File: src/design/srpf_pkg.sv
`timescale 1ns / 1ps
// Shared constants and types for the sensor reply parser and pressure filter.
// No dependencies; every other design file imports this package.
package srpf_pkg;

    localparam int MAX_JOINTS = 4;
    localparam int CHANNELS   = 4;

    localparam int KIND_W   = 2;
    localparam int JOINT_W  = 2;
    localparam int BYTE_W   = 8;
    localparam int SAMPLE_W = 16;
    localparam int PRESS_W  = 18;
    localparam int MISS_W   = 8;
    localparam int CH_W     = 2;

    localparam int CFG_IDX_W  = 3;
    localparam int CFG_DATA_W = 18;

    // Event kinds carried on the input channel
    localparam logic [KIND_W-1:0] KIND_BYTE    = 2'd0;
    localparam logic [KIND_W-1:0] KIND_END     = 2'd1;
    localparam logic [KIND_W-1:0] KIND_TIMEOUT = 2'd2;

    // Configuration register indexes
    localparam logic [CFG_IDX_W-1:0] REG_BASE_ADDRESS   = 3'd0;
    localparam logic [CFG_IDX_W-1:0] REG_ZERO_OFFSET    = 3'd1;
    localparam logic [CFG_IDX_W-1:0] REG_GAIN           = 3'd2;
    localparam logic [CFG_IDX_W-1:0] REG_ALPHA          = 3'd3;
    localparam logic [CFG_IDX_W-1:0] REG_LOST_THRESHOLD = 3'd4;

    // Largest raw sample a valid packet may carry
    localparam logic [SAMPLE_W-1:0] SAMPLE_MAX = 16'd1023;

    // Multiplier operand and product widths
    localparam int MUL_W  = 19;
    localparam int PROD_W = 2 * MUL_W;

    typedef logic [CHANNELS-1:0][SAMPLE_W-1:0] sample_set_t;

    // Control from the sequencer to the parser
    typedef struct packed {
        logic byte_en;
        logic clear;
    } parse_ctl_t;

endpackage

File: src/design/srpf_if.sv
`timescale 1ns / 1ps
// Valid/ready channel interfaces for the input events and the result items.
// Depends on srpf_pkg for field widths.
interface srpf_in_if;
    import srpf_pkg::*;

    logic                valid;
    logic                ready;
    logic [KIND_W-1:0]   kind;
    logic [JOINT_W-1:0]  joint_index;
    logic [BYTE_W-1:0]   data_byte;

    modport source (output valid, kind, joint_index, data_byte, input ready);
    modport sink   (input valid, kind, joint_index, data_byte, output ready);
endinterface

interface srpf_out_if;
    import srpf_pkg::*;

    logic                       valid;
    logic                       ready;
    logic [JOINT_W-1:0]         joint_out;
    logic                       read_ok;
    logic signed [PRESS_W-1:0]  pressure_a;
    logic signed [PRESS_W-1:0]  pressure_b;
    logic signed [PRESS_W-1:0]  pressure_c;
    logic signed [PRESS_W-1:0]  pressure_d;
    logic [MISS_W-1:0]          miss_count;
    logic                       link_lost;

    modport source (output valid, joint_out, read_ok, pressure_a, pressure_b,
                    pressure_c, pressure_d, miss_count, link_lost, input ready);
    modport sink   (input valid, joint_out, read_ok, pressure_a, pressure_b,
                    pressure_c, pressure_d, miss_count, link_lost, output ready);
endinterface

File: src/design/srpf_parser.sv
`timescale 1ns / 1ps
// Reply byte parser: address hunt with a sliding byte pair, payload gather.
// Depends on srpf_pkg.
module srpf_parser
(
    input  logic                            clk,
    input  logic                            rst_n,
    input  srpf_pkg::parse_ctl_t            ctl,
    input  logic [srpf_pkg::JOINT_W-1:0]    joint_index,
    input  logic [srpf_pkg::BYTE_W-1:0]     data_byte,
    input  logic [15:0]                     base_address,
    output srpf_pkg::sample_set_t           samples,
    output logic                            packet_valid
);
    import srpf_pkg::*;

    logic [BYTE_W-1:0]  prev_reg,  prev_next;
    logic [3:0]         count_reg, count_next;
    logic [63:0]        payload_reg, payload_next;
    logic               valid_reg, valid_next;
    sample_set_t        samples_reg, samples_next;
    logic [15:0]        addr;
    logic               all_ok;

    assign addr = base_address - {14'd0, joint_index};

    always_comb
    begin
        prev_next    = prev_reg;
        count_next   = count_reg;
        payload_next = payload_reg;
        valid_next   = valid_reg;
        samples_next = samples_reg;
        all_ok       = 1'b1;
        if (ctl.clear)
        begin
            prev_next  = '0;
            count_next = '0;
            valid_next = 1'b0;
        end
        else if (ctl.byte_en)
        begin
            if (count_reg == 4'd0)
            begin
                if ({prev_reg, data_byte} == addr)
                begin
                    count_next   = 4'd8;
                    payload_next = '0;
                end
                else
                begin
                    prev_next = data_byte;
                end
            end
            else
            begin
                payload_next = {payload_reg[55:0], data_byte};
                count_next   = count_reg - 4'd1;
                if (count_reg == 4'd1)
                begin
                    for (int i = 0; i < 4; i++)
                    begin
                        if (payload_next[(3-i)*16 +: 16] > SAMPLE_MAX)
                            all_ok = 1'b0;
                    end
                    for (int i = 0; i < CHANNELS; i++)
                        samples_next[i] = payload_next[(3-i)*16 +: 16];
                    valid_next = all_ok;
                    prev_next  = '0;
                end
            end
        end
    end

    always_ff @(posedge clk or negedge rst_n)
    begin
        if (!rst_n)
        begin
            prev_reg    <= '0;
            count_reg   <= '0;
            payload_reg <= '0;
            valid_reg   <= 1'b0;
            samples_reg <= '0;
        end
        else
        begin
            prev_reg    <= prev_next;
            count_reg   <= count_next;
            payload_reg <= payload_next;
            valid_reg   <= valid_next;
            samples_reg <= samples_next;
        end
    end

    assign samples      = samples_reg;
    assign packet_valid = valid_reg;

    a_count_range: assert property (@(posedge clk) disable iff (!rst_n)
        count_reg <= 4'd8)
        else $error("payload count out of range");

    a_clear_hunts: assert property (@(posedge clk) disable iff (!rst_n)
        ctl.clear |=> (count_reg == 4'd0) && !valid_reg && (prev_reg == '0))
        else $error("parser not back to hunting after clear");

    a_valid_in_range: assert property (@(posedge clk) disable iff (!rst_n)
        valid_reg |-> (samples_reg[0] <= SAMPLE_MAX))
        else $error("valid packet holds out of range sample");

endmodule

File: src/design/srpf_mul.sv
`timescale 1ns / 1ps
// Shared signed multiplier with a registered product.
// Depends on srpf_pkg for operand widths.
module srpf_mul
(
    input  logic                                    clk,
    input  logic signed [srpf_pkg::MUL_W-1:0]       op_a,
    input  logic signed [srpf_pkg::MUL_W-1:0]       op_b,
    output logic signed [srpf_pkg::PROD_W-1:0]      product
);
    import srpf_pkg::*;

    logic signed [PROD_W-1:0] prod_reg, prod_next;

    assign prod_next = PROD_W'(op_a) * PROD_W'(op_b);

    always_ff @(posedge clk)
    begin
        prod_reg <= prod_next;
    end

    assign product = prod_reg;

endmodule

File: src/design/sensor_reply_parser_filter.sv
`timescale 1ns / 1ps
// Sensor reply parser and pressure filter, top level.
// A received byte goes straight to the parser. An end of reply with a valid packet runs load, gain
// multiply, round, two filter multiplies and sum per channel, then emit; a failed read or timeout copies.
// The shared 19x19 multiplier, three passes per channel, sets the conversion time.
// Reset: configuration returns to its defaults, parser hunts, filter and miss state clear.
module sensor_reply_parser_filter
(
    input  logic                                clk,
    input  logic                                rst_n,
    srpf_in_if.sink                             in_ch,
    srpf_out_if.source                          out_ch,
    input  logic                                cfg_we,
    input  logic [srpf_pkg::CFG_IDX_W-1:0]      cfg_index,
    input  logic [srpf_pkg::CFG_DATA_W-1:0]     cfg_data
);
    import srpf_pkg::*;

    typedef enum logic [3:0] {
        S_IDLE,
        S_LOAD,
        S_MULG,
        S_ROUND,
        S_MULF,
        S_MULP,
        S_SUM,
        S_READ,
        S_EMIT
    } state_t;

    // Configuration registers
    logic [15:0]    base_reg;
    logic [13:0]    offset_reg;
    logic [17:0]    gain_reg;
    logic [8:0]     alpha_reg;
    logic [7:0]     thresh_reg;

    // Sequencer and datapath registers
    state_t                     state_reg;
    logic [JOINT_W-1:0]         joint_reg;
    logic                       ok_reg;
    logic [CH_W-1:0]            ch_reg;
    logic signed [14:0]         diff_reg;
    logic signed [PRESS_W-1:0]  f_reg;
    logic signed [PRESS_W-1:0]  p_reg;
    logic signed [27:0]         acc_reg;
    logic signed [PRESS_W-1:0]  press_reg [CHANNELS];

    // Per-joint state
    logic signed [PRESS_W-1:0]  filt_reg [MAX_JOINTS*4];
    logic [MISS_W-1:0]          miss_reg [MAX_JOINTS];

    // Output register
    logic                       out_valid_reg;
    logic [JOINT_W-1:0]         out_joint_reg;
    logic                       out_ok_reg;
    logic signed [PRESS_W-1:0]  out_press_reg [4];
    logic [MISS_W-1:0]          out_miss_reg;
    logic                       out_lost_reg;

    // Datapath signals
    logic                       in_xfer;
    logic                       is_event;
    logic                       joint_ok;
    parse_ctl_t                 pctl;
    sample_set_t                samples;
    logic                       packet_valid;
    logic [3:0]                 slot;
    logic [8:0]                 alpha_eff;
    logic [8:0]                 alpha_inv;
    logic signed [MUL_W-1:0]    mul_a;
    logic signed [MUL_W-1:0]    mul_b;
    logic signed [PROD_W-1:0]   product;
    logic signed [14:0]         diff_next;
    logic signed [PROD_W-1:0]   rounded;
    logic signed [27:0]         sum;
    logic signed [27:0]         sum_sh;
    logic signed [PRESS_W-1:0]  f_new;
    logic [MISS_W-1:0]          miss_cur;
    logic [MISS_W-1:0]          miss_new;
    logic                       slot_free;
    logic                       last_ch;
    logic                       emit_fire;

    function automatic logic signed [PRESS_W-1:0] sat18(input logic signed [PROD_W-1:0] v);
        logic signed [PRESS_W-1:0] r;
        if (v > PROD_W'(131071))
            r = 18'sd131071;
        else if (v < -PROD_W'(131072))
            r = -18'sd131072;
        else
            r = v[PRESS_W-1:0];
        return r;
    endfunction

    // Accept only while the sequencer is idle; bytes still flow while a result waits
    assign in_ch.ready = (state_reg == S_IDLE);
    assign in_xfer     = in_ch.valid && in_ch.ready;
    assign is_event    = (in_ch.kind == KIND_END) || (in_ch.kind == KIND_TIMEOUT);
    assign joint_ok    = ({1'b0, in_ch.joint_index} < 3'(MAX_JOINTS));

    assign pctl.byte_en = in_xfer && (in_ch.kind == KIND_BYTE);
    assign pctl.clear   = in_xfer && is_event;

    srpf_parser u_parser
    (
        .clk          (clk),
        .rst_n        (rst_n),
        .ctl          (pctl),
        .joint_index  (in_ch.joint_index),
        .data_byte    (in_ch.data_byte),
        .base_address (base_reg),
        .samples      (samples),
        .packet_valid (packet_valid)
    );

    srpf_mul u_mul
    (
        .clk     (clk),
        .op_a    (mul_a),
        .op_b    (mul_b),
        .product (product)
    );

    assign slot      = {joint_reg, ch_reg};
    assign alpha_eff = (alpha_reg > 9'd256) ? 9'd256 : alpha_reg;
    assign alpha_inv = 9'd256 - alpha_eff;
    assign last_ch   = (ch_reg == CH_W'(CHANNELS - 1));
    assign slot_free = !out_valid_reg || out_ch.ready;
    assign emit_fire = (state_reg == S_EMIT) && slot_free;

    // Valid samples are at most ten bits, so the offset difference fits in 15 bits
    assign diff_next = $signed({1'b0, samples[ch_reg][9:0], 4'd0}) - $signed({1'b0, offset_reg});

    // Round to nearest, ties towards plus infinity, then drop twelve fraction bits
    assign rounded = (product + PROD_W'(2048)) >>> 12;

    // Filter sum: old share from acc_reg, new share on the multiplier output
    assign sum    = acc_reg + $signed(product[27:0]) + 28'sd128;
    assign sum_sh = sum >>> 8;
    assign f_new  = sat18(PROD_W'(sum_sh));

    assign miss_cur = miss_reg[joint_reg];
    assign miss_new = ok_reg ? '0 : ((miss_cur == '1) ? miss_cur : miss_cur + 8'd1);

    // Operand select for the shared multiplier
    always_comb
    begin
        mul_a = '0;
        mul_b = '0;
        unique case (state_reg)
            S_MULG:
            begin
                mul_a = MUL_W'(diff_reg);
                mul_b = $signed({1'b0, gain_reg});
            end
            S_MULF:
            begin
                mul_a = MUL_W'(f_reg);
                mul_b = $signed({10'd0, alpha_inv});
            end
            S_MULP:
            begin
                mul_a = MUL_W'(p_reg);
                mul_b = $signed({10'd0, alpha_eff});
            end
            default:
            begin
                mul_a = '0;
                mul_b = '0;
            end
        endcase
    end

    always_ff @(posedge clk or negedge rst_n)
    begin
        if (!rst_n)
        begin
            base_reg      <= 16'd65535;
            offset_reg    <= 14'd1638;
            gain_reg      <= 18'd16548;
            alpha_reg     <= 9'd154;
            thresh_reg    <= 8'd50;
            state_reg     <= S_IDLE;
            joint_reg     <= '0;
            ok_reg        <= 1'b0;
            ch_reg        <= '0;
            diff_reg      <= '0;
            f_reg         <= '0;
            p_reg         <= '0;
            acc_reg       <= '0;
            out_valid_reg <= 1'b0;
            out_joint_reg <= '0;
            out_ok_reg    <= 1'b0;
            out_miss_reg  <= '0;
            out_lost_reg  <= 1'b0;
            for (int i = 0; i < CHANNELS; i++)
                press_reg[i] <= '0;
            for (int i = 0; i < 4; i++)
                out_press_reg[i] <= '0;
            for (int i = 0; i < MAX_JOINTS*4; i++)
                filt_reg[i] <= '0;
            for (int i = 0; i < MAX_JOINTS; i++)
                miss_reg[i] <= '0;
        end
        else
        begin
            // Configuration writes; unknown indexes drop
            if (cfg_we)
            begin
                unique case (cfg_index)
                    REG_BASE_ADDRESS:   base_reg   <= cfg_data[15:0];
                    REG_ZERO_OFFSET:    offset_reg <= cfg_data[13:0];
                    REG_GAIN:           gain_reg   <= cfg_data[17:0];
                    REG_ALPHA:          alpha_reg  <= cfg_data[8:0];
                    REG_LOST_THRESHOLD: thresh_reg <= cfg_data[7:0];
                    default:            ;
                endcase
            end

            // Raise the result at the emit step, retire it once the sink takes it
            out_valid_reg <= emit_fire || (out_valid_reg && !out_ch.ready);

            unique case (state_reg)
                S_IDLE:
                begin
                    // End of reply or timeout for a real joint starts a conversion
                    if (in_xfer && is_event && joint_ok)
                    begin
                        joint_reg <= in_ch.joint_index;
                        ok_reg    <= (in_ch.kind == KIND_END) && packet_valid;
                        ch_reg    <= '0;
                        for (int i = 0; i < CHANNELS; i++)
                            press_reg[i] <= '0;
                        state_reg <= ((in_ch.kind == KIND_END) && packet_valid) ? S_LOAD
                                                                                  : S_READ;
                    end
                end
                S_LOAD:
                begin
                    diff_reg  <= diff_next;
                    f_reg     <= filt_reg[slot];
                    state_reg <= S_MULG;
                end
                S_MULG:
                begin
                    state_reg <= S_ROUND;
                end
                S_ROUND:
                begin
                    p_reg     <= sat18(rounded);
                    state_reg <= S_MULF;
                end
                S_MULF:
                begin
                    state_reg <= S_MULP;
                end
                S_MULP:
                begin
                    // Hold the old-state share while the new-sample share is formed
                    acc_reg   <= product[27:0];
                    state_reg <= S_SUM;
                end
                S_SUM:
                begin
                    filt_reg[slot]    <= f_new;
                    press_reg[ch_reg] <= f_new;
                    if (last_ch)
                        state_reg <= S_EMIT;
                    else
                    begin
                        ch_reg    <= ch_reg + 2'd1;
                        state_reg <= S_LOAD;
                    end
                end
                S_READ:
                begin
                    // Failed read: show the unchanged filter state
                    press_reg[ch_reg] <= filt_reg[slot];
                    if (last_ch)
                        state_reg <= S_EMIT;
                    else
                        ch_reg <= ch_reg + 2'd1;
                end
                S_EMIT:
                begin
                    if (slot_free)
                    begin
                        miss_reg[joint_reg] <= miss_new;
                        out_joint_reg       <= joint_reg;
                        out_ok_reg          <= ok_reg;
                        out_miss_reg        <= miss_new;
                        out_lost_reg        <= (miss_new > thresh_reg);
                        for (int i = 0; i < 4; i++)
                            out_press_reg[i] <= (i < CHANNELS) ? press_reg[i] : '0;
                        state_reg           <= S_IDLE;
                    end
                end
                default:
                begin
                    state_reg <= S_IDLE;
                end
            endcase
        end
    end

    assign out_ch.valid      = out_valid_reg;
    assign out_ch.joint_out  = out_joint_reg;
    assign out_ch.read_ok    = out_ok_reg;
    assign out_ch.pressure_a = out_press_reg[0];
    assign out_ch.pressure_b = out_press_reg[1];
    assign out_ch.pressure_c = out_press_reg[2];
    assign out_ch.pressure_d = out_press_reg[3];
    assign out_ch.miss_count = out_miss_reg;
    assign out_ch.link_lost  = out_lost_reg;

    a_ok_clears_miss: assert property (@(posedge clk) disable iff (!rst_n)
        (out_valid_reg && out_ok_reg) |-> (out_miss_reg == '0))
        else $error("good read left a miss count");

    a_lost_matches: assert property (@(posedge clk) disable iff (!rst_n)
        out_valid_reg |-> (out_lost_reg == (out_miss_reg > thresh_reg)))
        else $error("link lost flag disagrees with miss count");

    a_ch_range: assert property (@(posedge clk) disable iff (!rst_n)
        (state_reg != S_IDLE) |-> (ch_reg <= CH_W'(CHANNELS - 1)))
        else $error("channel counter out of range");

    a_result_from_emit: assert property (@(posedge clk) disable iff (!rst_n)
        $rose(out_valid_reg) |-> $past(state_reg == S_EMIT))
        else $error("result raised outside the emit step");

endmodule
File: src/flat_wrapper.sv
// flat-port wrapper written by rule: the top's interface ports become plain ports
module sensor_reply_parser_filter_flat import srpf_pkg::*;
  (clk, rst_n, cfg_we, cfg_index, cfg_data, in_ch_valid, in_ch_kind, in_ch_joint_index, in_ch_data_byte, in_ch_ready, out_ch_valid, out_ch_joint_out, out_ch_read_ok, out_ch_pressure_a, out_ch_pressure_b, out_ch_pressure_c, out_ch_pressure_d, out_ch_miss_count, out_ch_link_lost, out_ch_ready);
  srpf_in_if in_ch_i ();
  srpf_out_if out_ch_i ();
  input  logic clk;
  input  logic rst_n;
  input  logic cfg_we;
  input  logic [srpf_pkg::CFG_IDX_W-1:0] cfg_index;
  input  logic [srpf_pkg::CFG_DATA_W-1:0] cfg_data;
  input wire logic [$bits(in_ch_i.valid)-1:0] in_ch_valid;
  input wire logic [$bits(in_ch_i.kind)-1:0] in_ch_kind;
  input wire logic [$bits(in_ch_i.joint_index)-1:0] in_ch_joint_index;
  input wire logic [$bits(in_ch_i.data_byte)-1:0] in_ch_data_byte;
  output wire logic [$bits(in_ch_i.ready)-1:0] in_ch_ready;
  output wire logic [$bits(out_ch_i.valid)-1:0] out_ch_valid;
  output wire logic [$bits(out_ch_i.joint_out)-1:0] out_ch_joint_out;
  output wire logic [$bits(out_ch_i.read_ok)-1:0] out_ch_read_ok;
  output wire logic [$bits(out_ch_i.pressure_a)-1:0] out_ch_pressure_a;
  output wire logic [$bits(out_ch_i.pressure_b)-1:0] out_ch_pressure_b;
  output wire logic [$bits(out_ch_i.pressure_c)-1:0] out_ch_pressure_c;
  output wire logic [$bits(out_ch_i.pressure_d)-1:0] out_ch_pressure_d;
  output wire logic [$bits(out_ch_i.miss_count)-1:0] out_ch_miss_count;
  output wire logic [$bits(out_ch_i.link_lost)-1:0] out_ch_link_lost;
  input wire logic [$bits(out_ch_i.ready)-1:0] out_ch_ready;
  assign in_ch_i.valid = in_ch_valid;
  assign in_ch_i.kind = in_ch_kind;
  assign in_ch_i.joint_index = in_ch_joint_index;
  assign in_ch_i.data_byte = in_ch_data_byte;
  assign in_ch_ready = in_ch_i.ready;
  assign out_ch_valid = out_ch_i.valid;
  assign out_ch_joint_out = out_ch_i.joint_out;
  assign out_ch_read_ok = out_ch_i.read_ok;
  assign out_ch_pressure_a = out_ch_i.pressure_a;
  assign out_ch_pressure_b = out_ch_i.pressure_b;
  assign out_ch_pressure_c = out_ch_i.pressure_c;
  assign out_ch_pressure_d = out_ch_i.pressure_d;
  assign out_ch_miss_count = out_ch_i.miss_count;
  assign out_ch_link_lost = out_ch_i.link_lost;
  assign out_ch_i.ready = out_ch_ready;
  sensor_reply_parser_filter u_core (.clk(clk), .rst_n(rst_n), .in_ch(in_ch_i), .out_ch(out_ch_i), .cfg_we(cfg_we), .cfg_index(cfg_index), .cfg_data(cfg_data));
endmodule
File: config.mk
export PLATFORM = sky130hd
export DESIGN_NAME = sensor_reply_parser_filter_flat
export DESIGN_NICKNAME = d
export VERILOG_FILES = /design/src/design/srpf_pkg.sv /design/src/design/srpf_if.sv /design/src/design/srpf_parser.sv /design/src/design/srpf_mul.sv /design/src/design/sensor_reply_parser_filter.sv /design/src/flat_wrapper.sv
export SDC_FILE = /design/constraint.sdc
export NUM_CORES = 2
export LEC_CHECK = 0
export ABC_CLOCK_PERIOD_IN_PS = 19100
export BUFFER_PORTS_ARGS = -buffer_cell sky130_fd_sc_hd__buf_2
export CAP_MARGIN = 30
export CORE_ASPECT_RATIO = 0.75
export CORE_MARGIN = 5
export CORE_UTILIZATION = 60
export DETAILED_ROUTE_END_ITERATION = 6
export HOLD_SLACK_MARGIN = 0.06
export PLACE_DENSITY = 0.83
export SYNTH_ARGS = -nofsm -noshare
export SYNTH_HDL_FRONTEND = slang
export SYNTH_HIERARCHICAL = 1
export SYNTH_SLANG_ARGS = --single-unit
File: constraint.sdc
create_clock -name clk -period 19.1 [get_ports clk]
set_clock_uncertainty 0.2 [all_clocks]
set_input_delay 0.955 -clock clk [delete_from_list [all_inputs] [get_ports clk]]
set_output_delay 0.955 -clock clk [all_outputs]
set_load 0.02 [all_outputs]
After elaboration in Yosys (flattened, before gate mapping)
Index checks and enable logic that the tools add are counted.
- flip-flop bits (word level): 801
- latch bits: 0
- bits in writable memories: 0
- ROM bits: 0
- bits of input ports: 38
- output and inout bits: 86
- logic and storage cells: 209
- memories kept: 0
- add/sub/neg operators: 9
- $mul: 1
- divide/modulo/power cells: 0
- magnitude comparators: 17
- equal/unequal tests: 26
- shifts and indexed selects: 0
- muxes and demuxes: 57
- bitwise gates (word level): 5
- reductions and logical operators: 39
- operator list (operator ; number):
    bitwise mux 288 bit ; 1
    case mux 72 bit (3 select lines) ; 1
    bitwise mux 72 bit ; 2
    2-to-1 mux 18 bit ; 8
    2-to-1 mux 56 bit ; 2
    2-to-1 mux 8 bit ; 10
    binary-select mux 18 bit (select 4 bit) ; 1
    demux 18 bit (select 4 bit) ; 1
    2-to-1 mux 72 bit ; 1
    > comparator 16 x 10 -> 1 bit (second input constant) ; 4
    case mux 19 bit (3 select lines) ; 1
    case mux 18 bit (3 select lines) ; 1
    adder 38 x 13 -> 38 bit (second input constant) ; 1
    multiplier 19 x 19 -> 38 bit ; 1
    demux 18 bit (select 2 bit) ; 1
    case mux 4 bit (9 select lines) ; 1
    binary-select mux 16 bit (select 2 bit) ; 1
    bitwise mux 32 bit ; 1
    2-to-1 mux 4 bit ; 8
    adder 28 bit ; 1
    adder 28 x 9 -> 28 bit (second input constant) ; 1
    > comparator 26 x 18 -> 1 bit (second input constant) ; 1
    < comparator 26 x 18 -> 1 bit (second input constant) ; 1
    > comparator 20 x 18 -> 1 bit (second input constant) ; 1
    other kinds (52) ; 102

Depth between registers and ports, before layout
- depth in word-level cells: 9
- depth in mapped cells: 33

Modules after synthesis
Netlist, hierarchy kept.
- modules (own cells, without submodules) (module ; times used ; cells each ; area each (um^2)):
    sensor_reply_parser_filter ; 1 ; 2885 ; 30604.4
    srpf_mul ; 1 ; 1523 ; 14382.5
    srpf_parser ; 1 ; 556 ; 6373.6

Worst setup path before layout
No wires, ideal clock.
- path type: flip-flop to flip-flop
- start: register u_core.state_reg[2]
- end: register u_core.u_mul.prod_reg[34], in the netlist u_core/u_mul/product[34]
- library setup time: 0.122 ns
- data arrival time: 7.871 ns
- required time: 18.778 ns
- slack: 10.907 ns
- cell stages (with the launch flop): 33
- path buffers: 5
- clock period less this slack: 8.193 ns
- cell sequence: dfrtp_1 -> clkbuf_1 -> nand2b_1 -> nor2_1 -> and2_1 -> clkbuf_1 -> buf_1 -> a21o_1 -> a21oi_1 -> o21ai_0 -> clkbuf_1 -> nand2_1 -> fa_1 -> inv_1 -> fa_1 -> fa_1 -> inv_1 -> fa_1 -> inv_1 -> fa_1 -> inv_1 -> fa_1 -> inv_1 -> ha_1 -> ha_1 -> clkbuf_1 -> a21o_1 -> a21o_1 -> a21oi_1 -> o21ai_0 -> nor2_1 -> o31ai_2 -> o311a_1
- word-level cells in the longest chain between the ends: 3
- ends and longest elaborated chain (element ; line ; source):
    start: declaration ; sensor_reply_parser_filter.sv:39 ; state_t state_reg;
    start signal: assignment ; sensor_reply_parser_filter.sv:235 ; state_reg <= ((in_ch.kind == KIND_END) && packet_valid) ? S_LOAD
    equality test 4 x 3 -> 1 bit or equality test 4 x 2 -> 1 bit (tied branches) ; sensor_reply_parser_filter.sv:151 ; unique case (state_reg)
    case mux 18 bit (3 select lines) * ; sensor_reply_parser_filter.sv:151 ;
    net u_core.mul_b[3] ; sensor_reply_parser_filter.sv:72 ; logic signed [MUL_W-1:0] mul_b;
    multiplier 19 x 19 -> 38 bit * ; srpf_mul.sv:15 ; assign prod_next = PROD_W'(op_a) * PROD_W'(op_b);
    net u_core.u_mul.prod_next[34] ; srpf_mul.sv:13 ; logic signed [PROD_W-1:0] prod_reg, prod_next;
    end signal: assignment ; srpf_mul.sv:19 ; prod_reg <= prod_next;
    end: declaration ; srpf_mul.sv:13 ;
Mark *: on every way through the listed nets, which the timed path passes. The rest lies on a longest branch.
A chain may end at the register's enable or synchronous reset.

Final worst setup path
- start: register u_core.state_reg[0]
- end: register u_core.u_mul.prod_reg[36], in the netlist u_core/u_mul/product[36]
- word-level cells in the longest chain between the ends: 3
- ends and longest elaborated chain (element ; line ; source):
    equality test 4 x 3 -> 1 bit or equality test 4 x 2 -> 1 bit (tied branches) ; sensor_reply_parser_filter.sv:151 ;
    case mux 19 bit (3 select lines) * ; sensor_reply_parser_filter.sv:151 ;
    net u_core.mul_a[5] ; sensor_reply_parser_filter.sv:71 ; logic signed [MUL_W-1:0] mul_a;
    multiplier 19 x 19 -> 38 bit * ; srpf_mul.sv:15 ;
    net u_core.u_mul.prod_next[36] ; srpf_mul.sv:13 ;
Marks and branches as above.

==> results.toml <==
[status]
status = "finished, violations left"
failed_checks = "DRC"

[critical_path]
path_max_fanout = 26
path_cells = "nor2_1 -> and2_0 -> buf_6 -> a222oi_1 -> inv_1 -> and2_1 -> fa_1 -> inv_1 -> fa_1 -> inv_1 -> fa_1 -> fa_1 -> fa_1 -> fa_1 -> fa_1 -> ha_1 -> nand3_1 -> nor2_1 -> o211ai_1 -> a31oi_1 -> a21oi_2 -> nor3_1 -> a211oi_2"
worstPathRequired_ps = 19430
end_kind = "flip-flop"
cpLargestDelayFamily = "adder cells"
cp.arrival_ps = 9240
cp_slowest_cell = "dfrtp_1"
worst-path-buf-inv = 4
start_kind = "flip-flop"
path_class = "flip-flop to flip-flop"
cpMostUsedCell = "fa_1"
slowest_delay_ps = 830

[drt]
vias_per_cell = 6.31
drc = 185
wire_per_inst_um = 22.3
drtIter0Drc = 5159
routed_wl_um = 136000
drtAntennaViolNets = 0
vias = 38500
drt_pass1_iterations = 7

[sta]
hold_slack_ps = 261
rsz0062_at_grt = "no"
slew_headroom_pct = 25.4
tightest_slew_ps = 1120
setup_viol = 0
period_share_pct = 46.7
slew_violations = 0
finalSetupTns_ps = 0
timing.fmax_ghz = 0.112
finalCriticalPeriod_ps = 8920
hold_viol = 0

[floorplanning]
die_y_um = 261
die_width_um = 345
initial_core_util_pct = 60.2
core.rowCount = 92
die_area_um2 = 90100
ios = 124
core_um2 = 83800

[global_routing]
grt_pass1_vias = 39300
use_met3_pct = 7.88
grt-ovfl-total = 0
use_met1_pct = 44.6
antenna_found_initial = 4
grt.total_usage_pct = 30.5
top_usage_layer = "met2"
grt_pass1_wl_um = 218000
grtUsageMet2_pct = 45.2
grt_start_max_net_pins = 179

[job]
maxCapViolations = 0

[synthesis]
synth.avg_cell_area_um2 = 10.3
synth_area_um2 = 50500
yosys_warnings = 6
synth_cells = 4916

[clock_tree]
cts_max_path_buffers = 3
cts_hold_repair.buffers = 0
cts_post_setup_buffers_inserted = 0
clock_sinks = 777
cts_buffers = 76
ctsResizeCount = 0
clkTransAtPathRegs_ps = 70
worstSkewPairLatency_ps = 650
htree_num_levels = 3
cts-root-buf = "clkbuf_16"
cts_tree = "yes"

[min_path]
hold_path.class = "input port to asynchronous set/reset pin"

[power]
cellLeakagePower_nw = 26.3
ir_drop_mv = 0.364
p_per_area_nw_per_um2 = 186

[final_layout]
final_nets = 5500
drive_gt1_share_pct = 14.4
largest_register_ffs = 288
final_util_pct = 65.1
syn_to_final_growth_pct = 8.02
fillers = 6316

[placed_design]
hpwl_um = 94800
gp_congestion = 0.910
port_buffers = 123
==> worst reg2reg max path, delay by kind of cell, from the launching register on <==
family                     cells  cell delay [ps]
AOI/OAI and AO/OA              5             1220
adders and majority gates      8             4070
buffers and inverters          4              830
DFF                            1              830
and+or+nand+nor                6             1640
==> layout by cell type (no fill, tap or decap), types with 63 or more instances in the layout <==
master	n
o21ai_0	303
buf_4	66
nand3_1	63
and2_1	214
nand2_1	807
buf_2	122
ha_1	194
clkbuf_16	78
dfrtp_1	702
fa_1	370
a211oi_1	134
nor2_1	254
a222oi_1	64
mux2_2	146
a21oi_1	85
a22oi_1	72
mux4_2	108
inv_1	446
==> power by group <==
part | internal, W | leakage (nW) | switching [W] | total, W
Combinational | 0.00201 | 15.3 | 0.00395 | 0.00596
Clock | 0.000888 | 1.26 | 0.000667 | 0.00155
Sequential | 0.00219 | 9.79 | 0.000426 | 0.00262
==> path summary, 6_finish.rpt <==
path                                             start                          end  slack (ps)  cells after the start
max                                u_core/state_reg[0]     u_core/u_mul/product[36]       10190                     23
min                                              rst_n         u_core/filt_reg[139]         260                      1
max reg2reg                        u_core/state_reg[0]     u_core/u_mul/product[36]       10190                     23
min reg2reg                u_core/out_ch.pressure_a[7]  u_core/out_ch.pressure_a[7]         270                      2
max in group asynchronous                        rst_n             u_core/ch_reg[1]       16190                      4
min in group clk           u_core/out_ch.pressure_a[7]  u_core/out_ch.pressure_a[7]         270                      2
==> area by class of cell <==
type / instances / area [µm²] / share of cell area, %
repair buffers: 196 / 1250 / 2.29
well taps: 1128 / 1410 / 2.59
clock inverters: 30 / 333 / 0.610
clock buffers: 110 / 2230 / 4.09
flip-flops and latches: 777 / 19300 / 35.4
inverters: 446 / 1670 / 3.07
diodes: 4 / 10.0 / 0.0184
multi-input cells: 3401 / 28300 / 51.9
==> through the flow <==
step / power [W] / setup slack (ps) / area (µm²) / cells
after floorplan: 0.00675 / 10910 / 50500 / 4922
after global placement: 0.00811 / 10210 / 51800 / 5932
after detailed placement: 0.00830 / 10120 / 51900 / 5939
after CTS: 0.00995 / 10110 / 54400 / 6079
after global routing: 0.0108 / 9650 / 54500 / 6088
final: 0.0101 / 10190 / 54500 / 6092
==> routing by layer <==
| layer | wire length, µm | share of wire [%] | vias to the layer above |
|---|---|---|---|
| met3 | 15000 | 11 | 293 |
| met4 | 4360 | 3.2 | 0 |
| met1 | 56100 | 41 | 19400 |
| li1 | - | - | 16700 |
| met5 | 0 | 0 | - |
| met2 | 60400 | 44 | 2086 |
No activity file was read; power rests on OpenSTA's default activity.
